--- config.mk ---
export PLATFORM = sky130hd
export DESIGN_NAME = two_way_cache_with_victim_buffer
export DESIGN_NICKNAME = d
export VERILOG_FILES = /design/src/tcv_pkg.sv /design/src/two_way_cache_with_victim_buffer.sv /design/src/tcv_ram.sv /design/src/tcv_ctrl.sv /design/src/tcv_dp.sv
export SDC_FILE = /design/constraint.sdc
export NUM_CORES = 2
export LEC_CHECK = 0
export ABC_AREA = 1
export BUFFER_PORTS_ARGS = -buffer_cell sky130_fd_sc_hd__buf_2
export CAP_MARGIN = 20
export CORE_UTILIZATION = 44
export DETAILED_ROUTE_END_ITERATION = 8
export HOLD_SLACK_MARGIN = 0.15
export PLACE_DENSITY = 0.6
export SLEW_MARGIN = 20
export SYNTH_ARGS = -nofsm -noshare
export SYNTH_HDL_FRONTEND = slang
export SYNTH_SLANG_ARGS = --single-unit
export TNS_END_PERCENT = 30
--- constraint.sdc ---
create_clock -name clk -period 7 [get_ports clk]
set_input_delay 0.7 -clock clk [delete_from_list [all_inputs] [get_ports clk]]
set_output_delay 0.7 -clock clk [all_outputs]
set_load 0.005 [all_outputs]
--- src/tcv_pkg.sv ---
// ----------------------------------------------------------------------------
// tcv_pkg
// Shared constants, codes and types for the two-way cache with victim buffer.
// ----------------------------------------------------------------------------
package tcv_pkg;

	// SET_COUNT and VICTIM_ENTRIES are powers of two or small counts.
	// SET_COUNT must be a power of two.
	localparam int SET_COUNT      = 32;
	localparam int VICTIM_ENTRIES = 2;
	localparam int OFFSET_BITS    = 6;

	localparam int ADDR_W    = 32;
	localparam int CNT_W     = 32;
	localparam int WAYS      = 2;
	localparam int SET_W     = $clog2(SET_COUNT);
	localparam int BLK_W     = ADDR_W - OFFSET_BITS;
	localparam int TAG_W     = BLK_W - SET_W;
	localparam int VIC_W     = (VICTIM_ENTRIES > 1) ? $clog2(VICTIM_ENTRIES) : 1;
	localparam int OUTCOME_W = 2;

	typedef enum logic [OUTCOME_W-1:0] {
		OUT_MAIN_HIT   = 2'd0,
		OUT_VICTIM_HIT = 2'd1,
		OUT_MISS       = 2'd2
	} outcome_t;

	typedef enum logic {
		ST_IDLE,
		ST_LOOKUP
	} tcv_state_t;

	typedef struct packed {
		logic capture;
		logic commit;
	} tcv_cmd_t;

endpackage

--- src/two_way_cache_with_victim_buffer.sv ---
// ----------------------------------------------------------------------------
// two_way_cache_with_victim_buffer
// Sequence: an accepted address beat starts the registered tag RAM read and moves
// the controller to ST_LOOKUP, where lookup and update commit into the result
// register; a stalled result holds the lookup, and no new address is taken meanwhile.
// Reset: valid bits, LRU bits, victim buffer state and miss counter are set at
// once by arst_n; tag RAM contents are not cleared and no clearing pass runs.
// ----------------------------------------------------------------------------
module two_way_cache_with_victim_buffer import tcv_pkg::*; (
	input  logic                 clk,
	input  logic                 arst_n,
	input  logic                 addr_valid,
	output logic                 addr_stall,
	input  logic [ADDR_W-1:0]    address,
	output logic                 res_valid,
	input  logic                 res_stall,
	output logic [OUTCOME_W-1:0] outcome,
	output logic                 way_used,
	output logic                 evicted_to_victim,
	output logic [CNT_W-1:0]     miss_total
);

	tcv_cmd_t cmd;

	tcv_ctrl u_ctrl (
		.clk        (clk),
		.arst_n     (arst_n),
		.addr_valid (addr_valid),
		.addr_stall (addr_stall),
		.res_valid  (res_valid),
		.res_stall  (res_stall),
		.cmd        (cmd)
	);

	tcv_dp u_dp (
		.clk               (clk),
		.arst_n            (arst_n),
		.cmd               (cmd),
		.address           (address),
		.outcome           (outcome),
		.way_used          (way_used),
		.evicted_to_victim (evicted_to_victim),
		.miss_total        (miss_total)
	);

endmodule

--- src/tcv_ram.sv ---
// ----------------------------------------------------------------------------
// tcv_ram
// Generic single-write, single-read RAM with a registered read port.
// ----------------------------------------------------------------------------
module tcv_ram #(
	parameter int WIDTH = 8,
	parameter int DEPTH = 16
) (
	input  logic                     clk,
	input  logic                     wr_en,
	input  logic [$clog2(DEPTH)-1:0] wr_addr,
	input  logic [WIDTH-1:0]         wr_data,
	input  logic                     rd_en,
	input  logic [$clog2(DEPTH)-1:0] rd_addr,
	output logic [WIDTH-1:0]         rd_data
);

	logic [WIDTH-1:0] mem_q [DEPTH];

	always_ff @(posedge clk) begin
		if (wr_en) begin
			mem_q[wr_addr] <= wr_data;
		end
		if (rd_en) begin
			rd_data <= mem_q[rd_addr];
		end
	end

endmodule

--- src/tcv_ctrl.sv ---
// ----------------------------------------------------------------------------
// tcv_ctrl
// Controller: accepts an address beat, sequences the lookup and holds the
// result valid until it is taken.
// ----------------------------------------------------------------------------
module tcv_ctrl import tcv_pkg::*; (
	input  logic     clk,
	input  logic     arst_n,
	input  logic     addr_valid,
	output logic     addr_stall,
	output logic     res_valid,
	input  logic     res_stall,
	output tcv_cmd_t cmd
);

	tcv_state_t state_q, state_d;
	logic       res_valid_q, res_valid_d;

	always_ff @(posedge clk or negedge arst_n) begin
		if (!arst_n) begin
			state_q     <= ST_IDLE;
			res_valid_q <= 1'b0;
		end else begin
			state_q     <= state_d;
			res_valid_q <= res_valid_d;
		end
	end

	always_comb begin
		state_d     = state_q;
		res_valid_d = res_valid_q && res_stall;
		cmd         = '0;
		addr_stall  = 1'b1;
		case (state_q)
			ST_IDLE: begin
				addr_stall  = 1'b0;
				cmd.capture = addr_valid;
				if (addr_valid) begin
					state_d = ST_LOOKUP;
				end
			end
			ST_LOOKUP: begin
				if (!res_valid_q || !res_stall) begin
					cmd.commit  = 1'b1;
					res_valid_d = 1'b1;
					state_d     = ST_IDLE;
				end
			end
			default: begin
				state_d = ST_IDLE;
			end
		endcase
	end

	assign res_valid = res_valid_q;

	a_capture_to_lookup: assert property (@(posedge clk) disable iff (!arst_n)
		cmd.capture |=> state_q == ST_LOOKUP)
		else $error("Accepted beat did not start a lookup.");

	a_commit_gives_result: assert property (@(posedge clk) disable iff (!arst_n)
		cmd.commit |=> res_valid)
		else $error("Committed lookup did not present a result.");

	a_blocked_lookup_waits: assert property (@(posedge clk) disable iff (!arst_n)
		(state_q == ST_LOOKUP && res_valid && res_stall) |=> state_q == ST_LOOKUP)
		else $error("Lookup left while the previous result was still pending.");

	a_no_overlap: assert property (@(posedge clk) disable iff (!arst_n)
		!(cmd.capture && cmd.commit))
		else $error("Capture and commit issued together.");

endmodule

--- src/tcv_dp.sv ---
// ----------------------------------------------------------------------------
// tcv_dp
// Datapath: tag RAMs, valid and LRU bits, victim buffer, miss counter and
// the result register.
// ----------------------------------------------------------------------------
module tcv_dp import tcv_pkg::*; (
	input  logic                 clk,
	input  logic                 arst_n,
	input  tcv_cmd_t             cmd,
	input  logic [ADDR_W-1:0]    address,
	output logic [OUTCOME_W-1:0] outcome,
	output logic                 way_used,
	output logic                 evicted_to_victim,
	output logic [CNT_W-1:0]     miss_total
);

	logic [ADDR_W-1:0]    addr_q;
	logic [BLK_W-1:0]     blk;
	logic [SET_W-1:0]     set_a;
	logic [TAG_W-1:0]     tag_a;
	logic [TAG_W-1:0]     tag0, tag1;
	logic [SET_COUNT-1:0] valid0_q, valid1_q, lru_q;
	logic [BLK_W-1:0]     vaddr_q [VICTIM_ENTRIES];
	logic [VICTIM_ENTRIES-1:0] vvalid_q;
	logic [VIC_W-1:0]     oldest_q;
	logic [CNT_W-1:0]     miss_counter_q;
	outcome_t             outcome_q;
	logic                 way_used_q, evicted_q;

	logic                 v0, v1, h0, h1, lru;
	logic                 vhit;
	logic [VIC_W-1:0]     vslot;
	outcome_t             res_outcome;
	logic                 res_way, res_evict, wsel;
	logic                 tag_write, victim_write, victim_clear, bump_oldest;
	logic [VIC_W-1:0]     slot_sel;
	logic [BLK_W-1:0]     evict_blk;

	always_ff @(posedge clk) begin
		if (cmd.capture) begin
			addr_q <= address;
		end
	end

	assign blk   = addr_q[ADDR_W-1:OFFSET_BITS];
	assign set_a = blk[SET_W-1:0];
	assign tag_a = blk[BLK_W-1:SET_W];

	tcv_ram #(.WIDTH(TAG_W), .DEPTH(SET_COUNT)) u_tags0 (
		.clk     (clk),
		.wr_en   (cmd.commit && tag_write && !wsel),
		.wr_addr (set_a),
		.wr_data (tag_a),
		.rd_en   (cmd.capture),
		.rd_addr (address[OFFSET_BITS +: SET_W]),
		.rd_data (tag0)
	);

	tcv_ram #(.WIDTH(TAG_W), .DEPTH(SET_COUNT)) u_tags1 (
		.clk     (clk),
		.wr_en   (cmd.commit && tag_write && wsel),
		.wr_addr (set_a),
		.wr_data (tag_a),
		.rd_en   (cmd.capture),
		.rd_addr (address[OFFSET_BITS +: SET_W]),
		.rd_data (tag1)
	);

	assign v0  = valid0_q[set_a];
	assign v1  = valid1_q[set_a];
	assign lru = lru_q[set_a];
	assign h0  = v0 && (tag0 == tag_a);
	assign h1  = v1 && (tag1 == tag_a);

	// The lowest matching victim slot wins.
	always_comb begin
		vhit  = 1'b0;
		vslot = '0;
		for (int i = VICTIM_ENTRIES - 1; i >= 0; i--) begin
			if (vvalid_q[i] && vaddr_q[i] == blk) begin
				vhit  = 1'b1;
				vslot = VIC_W'(i);
			end
		end
	end

	always_comb begin
		res_outcome  = OUT_MAIN_HIT;
		res_evict    = 1'b0;
		tag_write    = 1'b0;
		victim_write = 1'b0;
		victim_clear = 1'b0;
		bump_oldest  = 1'b0;
		slot_sel     = vslot;
		wsel         = lru;
		if (h0 || h1) begin
			wsel = !h0;
		end else if (vhit) begin
			res_outcome = OUT_VICTIM_HIT;
			tag_write   = 1'b1;
			if (lru ? v1 : v0) begin
				victim_write = 1'b1;
				res_evict    = 1'b1;
			end else begin
				victim_clear = 1'b1;
			end
		end else begin
			res_outcome = OUT_MISS;
			tag_write   = 1'b1;
			if (!v1) begin
				wsel = 1'b1;
			end else if (!v0) begin
				wsel = 1'b0;
			end else begin
				slot_sel     = oldest_q;
				victim_write = 1'b1;
				bump_oldest  = 1'b1;
				res_evict    = 1'b1;
			end
		end
		res_way = wsel;
	end

	assign evict_blk = {(wsel ? tag1 : tag0), set_a};

	always_ff @(posedge clk or negedge arst_n) begin
		if (!arst_n) begin
			valid0_q       <= '0;
			valid1_q       <= '0;
			lru_q          <= '1;
			vvalid_q       <= '0;
			oldest_q       <= '0;
			miss_counter_q <= '0;
		end else if (cmd.commit) begin
			lru_q[set_a] <= !res_way;
			if (tag_write) begin
				if (wsel) begin
					valid1_q[set_a] <= 1'b1;
				end else begin
					valid0_q[set_a] <= 1'b1;
				end
			end
			if (victim_write) begin
				vvalid_q[slot_sel] <= 1'b1;
			end else if (victim_clear) begin
				vvalid_q[slot_sel] <= 1'b0;
			end
			if (bump_oldest) begin
				oldest_q <= (oldest_q == VIC_W'(VICTIM_ENTRIES - 1)) ? '0
					: oldest_q + 1'b1;
			end
			if (res_outcome == OUT_MISS && miss_counter_q != '1) begin
				miss_counter_q <= miss_counter_q + 1'b1;
			end
		end
	end

	always_ff @(posedge clk) begin
		if (cmd.commit) begin
			if (victim_write) begin
				vaddr_q[slot_sel] <= evict_blk;
			end
			outcome_q  <= res_outcome;
			way_used_q <= res_way;
			evicted_q  <= res_evict;
		end
	end

	assign outcome           = outcome_q;
	assign way_used          = way_used_q;
	assign evicted_to_victim = evicted_q;
	assign miss_total        = miss_counter_q;

	a_count_only_on_miss: assert property (@(posedge clk) disable iff (!arst_n)
		(cmd.commit && res_outcome != OUT_MISS) |=> $stable(miss_counter_q))
		else $error("Miss counter moved on a hit.");

	a_valid_never_drops: assert property (@(posedge clk) disable iff (!arst_n)
		1'b1 |=> ($countones(valid0_q) >= $past($countones(valid0_q)))
			&& ($countones(valid1_q) >= $past($countones(valid1_q))))
		else $error("A way valid bit was cleared.");

	a_main_hit_no_evict: assert property (@(posedge clk) disable iff (!arst_n)
		(cmd.commit && res_outcome == OUT_MAIN_HIT) |=> $stable(vvalid_q)
			&& $stable(oldest_q))
		else $error("Main hit disturbed the victim buffer.");

endmodule

==> out/summary.txt <==
status: completed
core area: 148000 sq um
final critical-path share of the clock period: 68.2%
final setup vio count: 0
TritonCTS clock tree: done
Logic pwr share: 11.9%
DRC viols: 0
clock-pin slew on the worst setup and hold paths: 0.06 ns
Die Y: 388 microns
P_int: 16.5 mW
Hold/Removal Path Class: in -> reg
post-synthesis adder-cell area fraction: 0.0191%
most common cell in the netlist: edfxtp_1
VDD IR-drop max: 0.283 mV
Post-Route WL: 191 mm
largest net degree at the start of global routing: 188
Post-Synth XOR/XNOR Area: 0.588%
Routed met3 length: 16.7 mm
Synth Net Count: 5498
Clock Latency Late Sink: 0.81 ns
Async SR Flop Fraction: 8.31%
vias in the first global route: 41200
Multi-input gate area: 15500 sq um
worst-path fanout max: 59
global-route wire length before repair: 277 mm
Netlist cell types: 37
die area: 151000 sq um
Bufs on Longest Clock Path: 3
mux cell area share after synthesis: 0%
FF+latch count, synth: 1601
reg-to-reg endpoint: u_dp.u_tags1.mem_q[9][0]
Commonest cells post-synth: edfxtp_1, nor2_1, o21ai_0, nand2_1, inv_1
NetSw: 6.08 mW
RSZ-0062 raised after global routing: false
Global Route Usage Sum: 25.0%
Worst-Margin Slew: 1.16 ns
CP Data Arrival Time: 5.20 ns
DRT met1 WL: 83.8 mm
Final GP Congestion: 0.977
simple-gate share of the synthesized area: 12.0%
min-delay src: addr_valid
post-synth top area share: 67.2%
RR Startpoint: u_dp.addr_q[31]
CP Capture Type: register
CP startpoint kind: register
kind of critical path: reg -> reg
Reg2Reg Depth: 13
Chip Width: 388 microns
Reg power frac: 50.7%
skew final: 0.0293 ns
num rows: 141
Post-DP Area: 68000 sq um
register area: 47500 sq um
Area Overhead vs Synth: 12.1%
number of I/O pins: 74
port buffer count: 67
Min-Delay Endpoint: u_ctrl.state_q
complex-gate fraction of the synthesized area: 11.1%
DR vias: 44200
DR pass1 iterations: 6
Routed Antenna Nets: 0
sequential area share after synthesis: 72.4%
total CTS buffers: 165
Yosys top cell by area: edfxtp_1
Clock power frac: 37.3%
Top FF cell, synth: edfxtp_1
Post-Syn Area: 65600 sq um
Yosys warning total: 0
r2r setup slk: 2.22 ns
Synth Instances: 5461
Root Driver: clkbuf_16
Clock Sinks: 1601
Leak Pwr: 25.8 nW
Max-Cap Viols: 0
drt first-iter violations: 5010
final hold violation count: 0
initial antenna violation count: 6
fin. max-slew vios: 0
minimum clock period: 4.78 ns
Slew HR: 21.5%
Starting Density: 44.3%
Final Cell Area: 73500 sq um
vias per cell: 5.84
H-tree depth: 4
maximum clock rate: 209 MHz
GRT overflow: 0
setup TNS: 0 ns
met2 routed WL: 85.1 mm
sw frac: 26.9%
Pwr per Cell Area: 307 nW/um^2
synth top area cells: edfxtp_1, o21ai_0, nor2_1
postcts setup bufs: 0
Critical Path RT: 7.43 ns
WL per Instance: 25.2 microns
EDFF count, synth: 1468
top routing layer used: met5
fillers: 12900
fraction of layout cells with a size suffix above 1: 8.63%
Final #Nets: 5539
largest family of logic cells by synthesized area: simple AND/OR/NAND/NOR gates
synthesized area per cell: 12.0 sq um
cell count of the worst hold path: 3
DPL Wire Length: 110 mm
==> area by class of cell <==
cell class | instances | area share (%)
antenna | 3 | 0.0102
clock inverter | 84 | 1.04
timing repair buffer | 211 | 2.36
tap | 1930 | 3.28
clock buffer | 214 | 5.98
inverter | 313 | 1.63
sequential | 1601 | 64.5
multi-input combinational | 3210 | 21.1
==> power groups by stage <==
stage	sequential, mW	combinational, mW	clock [mW]
after floorplan	11.7	1.44	0
after global placement	11.7	2.60	0
after detailed placement	11.7	2.65	0
after CTS	11.5	2.66	8.55
after global routing	11.5	2.93	8.90
final	11.5	2.70	8.44
==> metal layers <==
layer	GRT usage, %	vias up
li1	-	19800
met2	37.5	1925
met4	7.69	4
met5	0	-
met3	4.94	264
met1	36.7	22200
==> logic make-up after synthesis <==
logic type | Yosys count
compound gates | 1204
xor+xnor | 44
fa+ha+maj | 1
buf+inv | 650
flops | 1601
simple gates | 1961
==> layout by cell type (no fill, tap or decap), types with 42 or more instances in the layout <==
cell type	synthesis	routed
o22ai_1	80	80
buf_2	48	63
dfrtp_1	101	101
inv_1	302	294
clkbuf_16	0	166
o221ai_1	256	256
clkbuf_1	266	42
nand2_1	735	734
nand4_1	57	57
nand3_1	170	170
nor2_1	943	942
o21ai_0	770	770
buf_4	8	100
a31oi_1	42	42
edfxtp_1	1468	1468
==> state kept, by name, summed over array words and instances (netlist names), 2 cells and up, named ones only <==
name / flops
u_dp.addr_q: 26
u_dp.lru_q: 32
u_dp.miss_total: 32
u_dp.outcome: 2
u_dp.u_tags0.mem_q: 672
u_dp.u_tags0.rd_data: 21
u_dp.u_tags1.mem_q: 672
u_dp.u_tags1.rd_data: 21
u_dp.vaddr_q: 52
u_dp.valid0_q: 32
u_dp.valid1_q: 32
==> critical path, stage by stage (launching register included) <==
cell,delay [ns]
edfxtp_1,0.85
buf_4,0.73
a21oi_1,0.16
nand3_1,0.12
nor2_1,0.05
nand2_1,0.05
nor2_1,0.05
nand2_1,0.09
nand2_1,0.15
o21a_1,0.25
nand2_4,0.06
buf_4,0.52
nand3_1,0.25
inv_1,0.88
==> stage by stage <==
step	setup WS, ns	utilization (%)	hold WS (ns)	std cells	power, mW
finish	2.22	49.7	0.227	7566	22.6
global route	2.07	49.7	0.198	7563	23.3
CTS	2.28	49.7	0.173	7557	22.7
detailed placement	2.32	46.0	0.434	7237	14.3
global placement	2.36	46.0	0.431	7233	14.3
floorplan	2.89	-	0.404	5461	13.2
==> worst max path at each step <==
stage	slack (ns)	to	cells past startpoint	start
floorplan	2.89	u_dp.addr_q[10]	2	addr_valid
global placement	2.36	u_dp.u_tags1.mem_q[26][10]	13	u_dp.addr_q[11]
detailed placement	2.32	u_dp.u_tags1.mem_q[24][6]	13	u_dp.addr_q[31]
CTS	2.28	u_dp.u_tags1.mem_q[24][12]	13	u_dp.addr_q[31]
global route	2.07	u_dp.u_tags1.mem_q[13][18]	13	u_dp.addr_q[31]
finish	2.22	u_dp.u_tags1.mem_q[9][0]	13	u_dp.addr_q[31]
==> repair_timing <==
action,CTS,global route
hold buffers,22,0
hold endpoints to repair,78,0
resized for setup,0,0
Power figures use the tool's default switching activity.
